--- src/design/krg_pkg.sv ---
`timescale 1ns / 1ps
// Shared types and constants of the KISS random generator.
// Used by krg_div and kiss_random_generator_unit; no dependencies.
package krg_pkg;

  localparam int unsigned WordW = 32;
  localparam int unsigned CfgIdxW = 8;

  typedef logic [WordW-1:0]   word_t;
  typedef logic [2*WordW-1:0] dword_t;
  typedef logic [CfgIdxW-1:0] cfg_idx_t;

  // Register indexes of the configuration port
  localparam cfg_idx_t CfgSeedLcg = cfg_idx_t'(0);
  localparam cfg_idx_t CfgSeedXs  = cfg_idx_t'(1);
  localparam cfg_idx_t CfgSeedMwc = cfg_idx_t'(2);
  localparam cfg_idx_t CfgSeedCar = cfg_idx_t'(3);

  // Seed reset values
  localparam word_t RstSeedLcg = word_t'(123456789);
  localparam word_t RstSeedXs  = word_t'(987654321);
  localparam word_t RstSeedMwc = word_t'(43219876);
  localparam word_t RstSeedCar = word_t'(6543217);

  // Generator constants
  localparam word_t LcgMul = word_t'(69069);
  localparam word_t LcgAdd = word_t'(12345);
  localparam word_t MwcMul = word_t'(698769069);
  localparam int unsigned XsA = 13;
  localparam int unsigned XsB = 17;
  localparam int unsigned XsC = 5;

  // Remainder unit: one quotient bit per cycle
  localparam int unsigned DivSteps = WordW;
  localparam int unsigned DivCntW  = $clog2(DivSteps);

  typedef struct packed {
    logic  start;
    word_t dividend;
    word_t divisor;
  } div_req_t;

  typedef struct packed {
    logic  done;
    word_t rem;
  } div_rsp_t;

endpackage

--- src/design/krg_div.sv ---
`timescale 1ns / 1ps
// Radix-2 restoring remainder unit, one bit per cycle.
// Depends on krg_pkg for word and request/response types.
module krg_div (
  input  logic              clk_i,
  input  logic              rst_ni,
  input  krg_pkg::div_req_t req_i,
  output krg_pkg::div_rsp_t rsp_o
);

  localparam logic [krg_pkg::DivCntW-1:0] LastStep =
    krg_pkg::DivCntW'(krg_pkg::DivSteps - 1);

  logic                        busy_q, busy_d;
  logic                        done_q, done_d;
  logic [krg_pkg::DivCntW-1:0] cnt_q, cnt_d;
  krg_pkg::word_t              rem_q, rem_d;
  krg_pkg::word_t              dvd_q, dvd_d;
  krg_pkg::word_t              dvs_q, dvs_d;

  logic [krg_pkg::WordW:0] shifted;
  logic [krg_pkg::WordW:0] trial;
  logic                    fits;

  always_comb begin
    shifted = {rem_q, dvd_q[krg_pkg::WordW-1]};
    trial   = shifted - {1'b0, dvs_q};
    fits    = shifted >= {1'b0, dvs_q};
  end

  always_comb begin
    busy_d = busy_q;
    done_d = 1'b0;
    cnt_d  = cnt_q;
    rem_d  = rem_q;
    dvd_d  = dvd_q;
    dvs_d  = dvs_q;
    if (req_i.start) begin
      busy_d = 1'b1;
      cnt_d  = '0;
      rem_d  = '0;
      dvd_d  = req_i.dividend;
      dvs_d  = req_i.divisor;
    end else if (busy_q) begin
      // shift in the next dividend bit, subtract where it fits
      rem_d = fits ? trial[krg_pkg::WordW-1:0] : shifted[krg_pkg::WordW-1:0];
      dvd_d = {dvd_q[krg_pkg::WordW-2:0], 1'b0};
      cnt_d = cnt_q + 1'b1;
      if (cnt_q == LastStep) begin
        busy_d = 1'b0;
        done_d = 1'b1;
      end
    end
  end

  always_ff @(posedge clk_i or negedge rst_ni) begin
    if (!rst_ni) begin
      busy_q <= 1'b0;
      done_q <= 1'b0;
      cnt_q  <= '0;
    end else begin
      busy_q <= busy_d;
      done_q <= done_d;
      cnt_q  <= cnt_d;
    end
  end

  always_ff @(posedge clk_i) begin
    rem_q <= rem_d;
    dvd_q <= dvd_d;
    dvs_q <= dvs_d;
  end

  assign rsp_o.done = done_q;
  assign rsp_o.rem  = rem_q;

endmodule

--- src/design/kiss_random_generator_unit.sv ---
`timescale 1ns / 1ps
// KISS random generator top level: state words, sequencer, shared multiplier.
// Depends on krg_pkg and krg_div.

// 32-bit KISS generator (congruential + 13/17/5 xorshift + multiply-with-carry).
// One request is handled at a time: a raw draw passes the states StLcg,
// StMwc, StSum, StRaw and StMap to StOut, a range-mapped draw also StDiv,
// where it waits for the one-bit-per-cycle remainder unit. Both
// multiplications share a single 32x32 multiplier on successive cycles.
// in_stall_o is high while a request is in flight; a finished word waits in
// the output register, so the next request can be taken while it is still
// stalled. Seed writes go through the cfg port (index 0..3, higher indexes
// ignored) and also load the state; write them only while the block is idle.
module kiss_random_generator_unit (
  input  logic                clk_i,
  input  logic                rst_ni,
  // request channel
  input  logic                in_valid_i,
  output logic                in_stall_o,
  input  logic                use_range_i,
  input  krg_pkg::word_t      range_low_i,
  input  krg_pkg::word_t      range_high_i,
  // result channel
  output logic                out_valid_o,
  input  logic                out_stall_i,
  output krg_pkg::word_t      value_o,
  output logic                seed_invalid_o,
  // seed write channel
  input  logic                cfg_valid_i,
  output logic                cfg_ready_o,
  input  krg_pkg::cfg_idx_t   cfg_index_i,
  input  krg_pkg::word_t      cfg_data_i
);

  localparam logic [2:0] StIdle = 3'd0;
  localparam logic [2:0] StLcg  = 3'd1;
  localparam logic [2:0] StMwc  = 3'd2;
  localparam logic [2:0] StSum  = 3'd3;
  localparam logic [2:0] StRaw  = 3'd4;
  localparam logic [2:0] StMap  = 3'd5;
  localparam logic [2:0] StDiv  = 3'd6;
  localparam logic [2:0] StOut  = 3'd7;

  logic [2:0] state_q, state_d;

  krg_pkg::word_t  lcg_q, lcg_d;
  krg_pkg::word_t  xs_q, xs_d;
  krg_pkg::word_t  mwc_q, mwc_d;
  krg_pkg::word_t  car_q, car_d;
  logic [3:0]      seed_zero_q, seed_zero_d;

  logic            use_range_q, use_range_d;
  krg_pkg::word_t  low_q, low_d;
  krg_pkg::word_t  high_q, high_d;
  krg_pkg::dword_t prod_q, prod_d;
  krg_pkg::word_t  raw_q, raw_d;
  krg_pkg::word_t  span_q, span_d;
  krg_pkg::word_t  res_q, res_d;

  logic            out_valid_q, out_valid_d;
  krg_pkg::word_t  value_q, value_d;
  logic            seed_inv_q, seed_inv_d;

  logic            in_acc;
  logic            cfg_acc;
  logic            out_free;
  krg_pkg::word_t  mul_a;
  krg_pkg::word_t  mul_b;
  krg_pkg::word_t  xs1, xs2, xs3;
  krg_pkg::dword_t mwc_sum;

  krg_pkg::div_req_t div_req;
  krg_pkg::div_rsp_t div_rsp;

  krg_div u_div (
    .clk_i  (clk_i),
    .rst_ni (rst_ni),
    .req_i  (div_req),
    .rsp_o  (div_rsp)
  );

  assign in_stall_o  = (state_q != StIdle);
  assign cfg_ready_o = 1'b1;
  assign in_acc      = in_valid_i && !in_stall_o;
  assign cfg_acc     = cfg_valid_i && cfg_ready_o;
  assign out_free    = !out_valid_q || !out_stall_i;

  // one multiplier, congruential word first, then multiply-with-carry word
  always_comb begin
    mul_a  = (state_q == StLcg) ? lcg_q : mwc_q;
    mul_b  = (state_q == StLcg) ? krg_pkg::LcgMul : krg_pkg::MwcMul;
    prod_d = krg_pkg::dword_t'(mul_a) * krg_pkg::dword_t'(mul_b);
  end

  always_comb begin
    xs1     = xs_q ^ (xs_q << krg_pkg::XsA);
    xs2     = xs1 ^ (xs1 >> krg_pkg::XsB);
    xs3     = xs2 ^ (xs2 << krg_pkg::XsC);
    mwc_sum = prod_q + krg_pkg::dword_t'(car_q);
  end

  always_comb begin
    state_d     = state_q;
    lcg_d       = lcg_q;
    xs_d        = xs_q;
    mwc_d       = mwc_q;
    car_d       = car_q;
    seed_zero_d = seed_zero_q;
    use_range_d = use_range_q;
    low_d       = low_q;
    high_d      = high_q;
    raw_d       = raw_q;
    span_d      = span_q;
    res_d       = res_q;
    out_valid_d = out_valid_q;
    value_d     = value_q;
    seed_inv_d  = seed_inv_q;
    div_req     = '0;

    if (out_valid_q && !out_stall_i) begin
      out_valid_d = 1'b0;
    end

    if (cfg_acc) begin
      unique case (cfg_index_i)
        krg_pkg::CfgSeedLcg: begin
          lcg_d          = cfg_data_i;
          seed_zero_d[0] = (cfg_data_i == '0);
        end
        krg_pkg::CfgSeedXs: begin
          xs_d           = cfg_data_i;
          seed_zero_d[1] = (cfg_data_i == '0);
        end
        krg_pkg::CfgSeedMwc: begin
          mwc_d          = cfg_data_i;
          seed_zero_d[2] = (cfg_data_i == '0);
        end
        krg_pkg::CfgSeedCar: begin
          car_d          = cfg_data_i;
          seed_zero_d[3] = (cfg_data_i == '0);
        end
        default: begin
        end
      endcase
    end

    unique case (state_q)
      StIdle: begin
        if (in_acc) begin
          use_range_d = use_range_i;
          low_d       = range_low_i;
          high_d      = range_high_i;
          state_d     = StLcg;
        end
      end
      StLcg: begin
        state_d = StMwc;
      end
      StMwc: begin
        lcg_d   = prod_q[krg_pkg::WordW-1:0] + krg_pkg::LcgAdd;
        xs_d    = xs3;
        state_d = StSum;
      end
      StSum: begin
        mwc_d   = mwc_sum[krg_pkg::WordW-1:0];
        car_d   = mwc_sum[2*krg_pkg::WordW-1:krg_pkg::WordW];
        state_d = StRaw;
      end
      StRaw: begin
        raw_d   = lcg_q + xs_q + mwc_q;
        span_d  = high_q - low_q + 1'b1;
        state_d = StMap;
      end
      StMap: begin
        // a span that wraps to zero covers every value: keep the raw draw
        if (use_range_q && (span_q != '0)) begin
          div_req.start    = 1'b1;
          div_req.dividend = raw_q;
          div_req.divisor  = span_q;
          state_d          = StDiv;
        end else begin
          res_d   = raw_q;
          state_d = StOut;
        end
      end
      StDiv: begin
        if (div_rsp.done) begin
          res_d   = div_rsp.rem + low_q;
          state_d = StOut;
        end
      end
      StOut: begin
        // hold until the output register is free
        if (out_free) begin
          out_valid_d = 1'b1;
          value_d     = res_q;
          seed_inv_d  = &seed_zero_q;
          state_d     = StIdle;
        end
      end
      default: begin
        state_d = StIdle;
      end
    endcase
  end

  always_ff @(posedge clk_i or negedge rst_ni) begin
    if (!rst_ni) begin
      state_q     <= StIdle;
      lcg_q       <= krg_pkg::RstSeedLcg;
      xs_q        <= krg_pkg::RstSeedXs;
      mwc_q       <= krg_pkg::RstSeedMwc;
      car_q       <= krg_pkg::RstSeedCar;
      seed_zero_q <= '0;
      out_valid_q <= 1'b0;
    end else begin
      state_q     <= state_d;
      lcg_q       <= lcg_d;
      xs_q        <= xs_d;
      mwc_q       <= mwc_d;
      car_q       <= car_d;
      seed_zero_q <= seed_zero_d;
      out_valid_q <= out_valid_d;
    end
  end

  always_ff @(posedge clk_i) begin
    use_range_q <= use_range_d;
    low_q       <= low_d;
    high_q      <= high_d;
    prod_q      <= prod_d;
    raw_q       <= raw_d;
    span_q      <= span_d;
    res_q       <= res_d;
    value_q     <= value_d;
    seed_inv_q  <= seed_inv_d;
  end

  assign out_valid_o    = out_valid_q;
  assign value_o        = value_q;
  assign seed_invalid_o = seed_inv_q;

`ifndef NO_ASSERTIONS
  a_busy_after_accept: assert property (@(posedge clk_i) disable iff (!rst_ni)
    in_acc |=> (state_q == StLcg))
    else $error("sequencer did not start after an accepted request");

  a_div_done_in_wait: assert property (@(posedge clk_i) disable iff (!rst_ni)
    div_rsp.done |-> (state_q == StDiv))
    else $error("remainder finished outside the divide wait");

  a_result_from_out: assert property (@(posedge clk_i) disable iff (!rst_ni)
    $rose(out_valid_o) |-> ($past(state_q) == StOut))
    else $error("result word appeared without passing the output step");

  a_out_waits: assert property (@(posedge clk_i) disable iff (!rst_ni)
    ((state_q == StOut) && out_valid_o && out_stall_i) |=> (state_q == StOut))
    else $error("pending result word overwritten");
`endif

endmodule

--- config.mk ---
export PLATFORM = sky130hd
export DESIGN_NAME = kiss_random_generator_unit
export DESIGN_NICKNAME = d
export VERILOG_FILES = /design/src/design/krg_pkg.sv /design/src/design/krg_div.sv /design/src/design/kiss_random_generator_unit.sv
export SDC_FILE = /design/constraint.sdc
export NUM_CORES = 2
export LEC_CHECK = 0
export ABC_CLOCK_PERIOD_IN_PS = 22400
export BUFFER_PORTS_ARGS = -buffer_cell sky130_fd_sc_hd__buf_2
export CAP_MARGIN = 20
export CORE_MARGIN = 1.5
export CORE_UTILIZATION = 40
export DETAILED_ROUTE_END_ITERATION = 10
export SYNTH_ARGS = -nofsm -noshare
export SYNTH_HDL_FRONTEND = slang
export SYNTH_SLANG_ARGS = --single-unit
--- constraint.sdc ---
create_clock -name clk_i -period 22.4 [get_ports clk_i]
set_clock_uncertainty 0.15 [all_clocks]
set_input_delay 1.12 -clock clk_i [delete_from_list [all_inputs] [get_ports clk_i]]
set_output_delay 1.12 -clock clk_i [all_outputs]
set_load 0.01 [all_outputs]
==> flow_summary_export.csv <==
group,metric,value,unit
grt,grtUsageMet3,5.88,%
setup_path,cp_common_cell,"fa_1",
synth,synth-edff-count,258,
synth,synth_area,50000,um2
layout,fin_area,54800,um2
placement,hpwl,134000,um
setup_path,critPathKind,"flip-flop to flip-flop",
clock_tree,h-tree-depth,2,
setup_path,start_kind,"flip-flop",
synth,synthCells,5111,
detailed_routing,ant_nets,0,
synth,synth.distinct_cells,89,
grt,grt_pass1_wl,240000,um
clock_tree,cts_buffers,56,
grt,antenna_found_initial,4,
floorplan,rows,129,
clock_tree,post-cts-setup-buffers,0,
grt,grt_busiest_layer,"met2",
setup_path,arrival,10.85,ns
setup_path,worstPathMaxFanout,15,
clock_tree,cts_buffer_depth,3,
grt,use_met2,37.6,%
detailed_routing,drt-initial-drc-count,3501,
layout,ff_latch_area,13300,um2
grt,grt.met1_usage,36.7,%
synth,yosys_most_used_dff,"edfxtp_1",
clock_tree,cts-root-buf,"clkbuf_16",
grt,grt_max_degree,108,
layout,fin_cells,6918,
floorplan,die_height,357,um
placement,dpl.cell_count,6806,
setup_path,cp_slowest_cell,"nor2_1",
timing,hold_viol_final,0,
timing,worstMarginPinSlew,1.07,ns
setup_path,endpoint_kind,"flip-flop",
detailed_routing,drt_wl_total,160000,um
grt,gr-total-overflow,0,
worst_hold_path,min_path_cells,0,
detailed_routing,remaining_drc_errors,22,
clock_tree,cts_tree,"done",
layout,fin_nets,6412,
detailed_routing,num_vias,37700,
status,violations,"design-rule violations",
job,cap_violations,0,
grt,grt_pass1_vias,37500,
timing,fmax,0.0959,GHz
timing,rsz0062_at_grt,"false",
floorplan,dieArea,127000,um2
floorplan,start_util,40.4,%
detailed_routing,via_per_inst,5.45,
synth,synth_warnings,0,
detailed_routing,dr.pass1.iters,11,
layout,layout-drive-gt1-share,7.95,%
synth,postSynth.asyncResetShare,28.9,%
clock_tree,cts_resized,0,
floorplan,core,124000,um2
status,status,"finished with violations",
timing,slew_headroom,28.3,%
floorplan,die_w,357,um
clock_tree,cts.sinks,495,
worst_hold_path,hold_path.class,"flip-flop to flip-flop",
timing,hold_ws,0.264,ns
synth,ys_ff_latch,495,
synth,ys_seq_area_share,26.5,%
placement,port_buffers,144,
layout,multiInputGateArea,33300,um2
clock_tree,postCtsHoldBufs,0,
grt,grt.total_usage,25.2,%
synth,synth.avg_cell_area,9.79,um2
timing,period_share,46.5,%
placement,gp_congestion,0.978,
clock_tree,clk-insertion-delay-late,0.66,ns
detailed_routing,routedWlPerCell,23.1,um
floorplan,ios,146,
setup_path,crit_required,22.83,ns
timing,min_period,10.42,ns
setup_path,worstRegToRegCells,28,
layout,area.growth.synth_to_final,9.56,%
layout,fillers,12000,
placement,placed_cell_area,52700,um2
timing,maxSlewViolCount,0,
clock_tree,clkSlewWorstSetupHoldPaths,0.06,ns
timing,setup_viol,0,
setup_path,critical_path.max_stage_delay,0.91,ns
timing,tns,0,ns
==> per-stage QoR <==
step,util [%],setup slack (ns)
3_5_place_dp,42.5,12.18
5_1_grt,44.2,11.48
6_report,44.2,11.98
2_1_floorplan,-,13.88
4_1_cts,44.1,12.07
3_3_place_gp,42.5,12.33
==> synthesized netlist by cell type (61+ instances only) <==
cell	instances	area, um2
o21ai_0	205	1030
a21o_1	111	833
edfxtp_1	258	7750
xor2_1	126	1100
clkbuf_1	123	462
nand2_1	454	1700
dfstp_2	61	1600
and2_1	62	388
nor3_1	63	315
xnor2_1	247	2160
nor2_1	242	908
mux2i_1	64	641
inv_1	816	3060
ha_1	556	6960
and3_1	82	513
dfxtp_1	94	1880
a21oi_1	262	1310
nand3_1	63	315
fa_1	514	10300
dfrtp_1	82	2050
==> cell type report <==
cell class / count / area share [%]
clock inverters: 41 / 1.08
multi-input cells: 3685 / 60.8
repair buffers: 173 / 1.84
clock buffers: 65 / 2.69
well taps: 1637 / 3.74
diodes: 1 / 0.00456
inverters: 821 / 5.62
flip-flops and latches: 495 / 24.2
==> placed cells by master, fill, tap and decap left out, drive strengths merged, types with 39 or more instances in the layout <==
cell / count
nor2: 242
and2: 63
a21o: 111
dfstp: 61
a21oi: 265
dfxtp: 94
a31oi: 52
and3: 82
nand2: 454
mux2i: 64
buf: 173
fa: 514
nor3: 64
dfrtp: 82
nor2b: 39
xor2: 126
inv: 826
ha: 556
edfxtp: 258
nand4: 48
o21ai: 212
nand3: 63
a211oi: 49
xnor2: 247
clkbuf: 65
==> metal layers <==
metal  vias to the layer above  wire length (um)
met3                       180             14500
met2                      1385             68400
met1                     18800             72800
met5                         -                12
met4                         2              4180
li1                      17400                 -
==> worst max-delay path, delay by kind of cell, from the launching register on <==
family                     cells  cell delay, ns
DFF                            1            0.55
buffers and inverters          5            0.53
AOI/OAI and AO/OA              7            2.02
muxes                          1            0.18
adders and majority gates      9            4.37
and+or+nand+nor                5            2.39
xor gates and xnor gates       1            0.16
==> logic make-up (layout without fill, tap and decap cells) <==
family                   Yosys count  after routing  synth area share [%]
XOR/XNOR                         374            374                  6.57
AO/OA/AOI/OAI                    925            925                  11.8
adder cells (fa/ha/maj)         1078           1078                  34.6
other                              2             33                0.0150
AND/OR/NAND/NOR                 1175           1175                  11.1
buffers and inverters            961           1100                  7.24
flip-flops                       495            495                  26.5
multiplexers                     101            101                  2.11
==> path summary, 6_finish.rpt <==
check	to	slack [ns]	startpoint
worst max-delay path	prod_q[54]	11.98	state_q[0]
max in group asynchronous	u_div.busy_q	20.25	rst_ni
worst max register to register	prod_q[54]	11.98	state_q[0]
worst min register to register	value_o[22]	0.26	res_q[22]
min in group asynchronous	car_q[2]	0.39	rst_ni
worst min-delay path	value_o[22]	0.26	res_q[22]
==> state kept, by name, summed over array words and instances, names as in the netlist <==
register        cells
low_q              32
u_div.dvd_q        32
u_div.rem_q        32
prod_q             62
use_range_q         1
car_q              32
xs_q               32
state_q             3
lcg_q              32
u_div.cnt_q         5
mwc_q              32
u_div.dvs_q        32
seed_zero_q         4
res_q              32
value_o            32
high_q             32
u_div.busy_q        1
u_div.done_q        1
span_q             32
raw_q              32
seed_invalid_o      1
out_valid_o         1
Power is not shown: default switching activity piles up to over one toggle a cycle in this logic, so the estimate is an artifact.
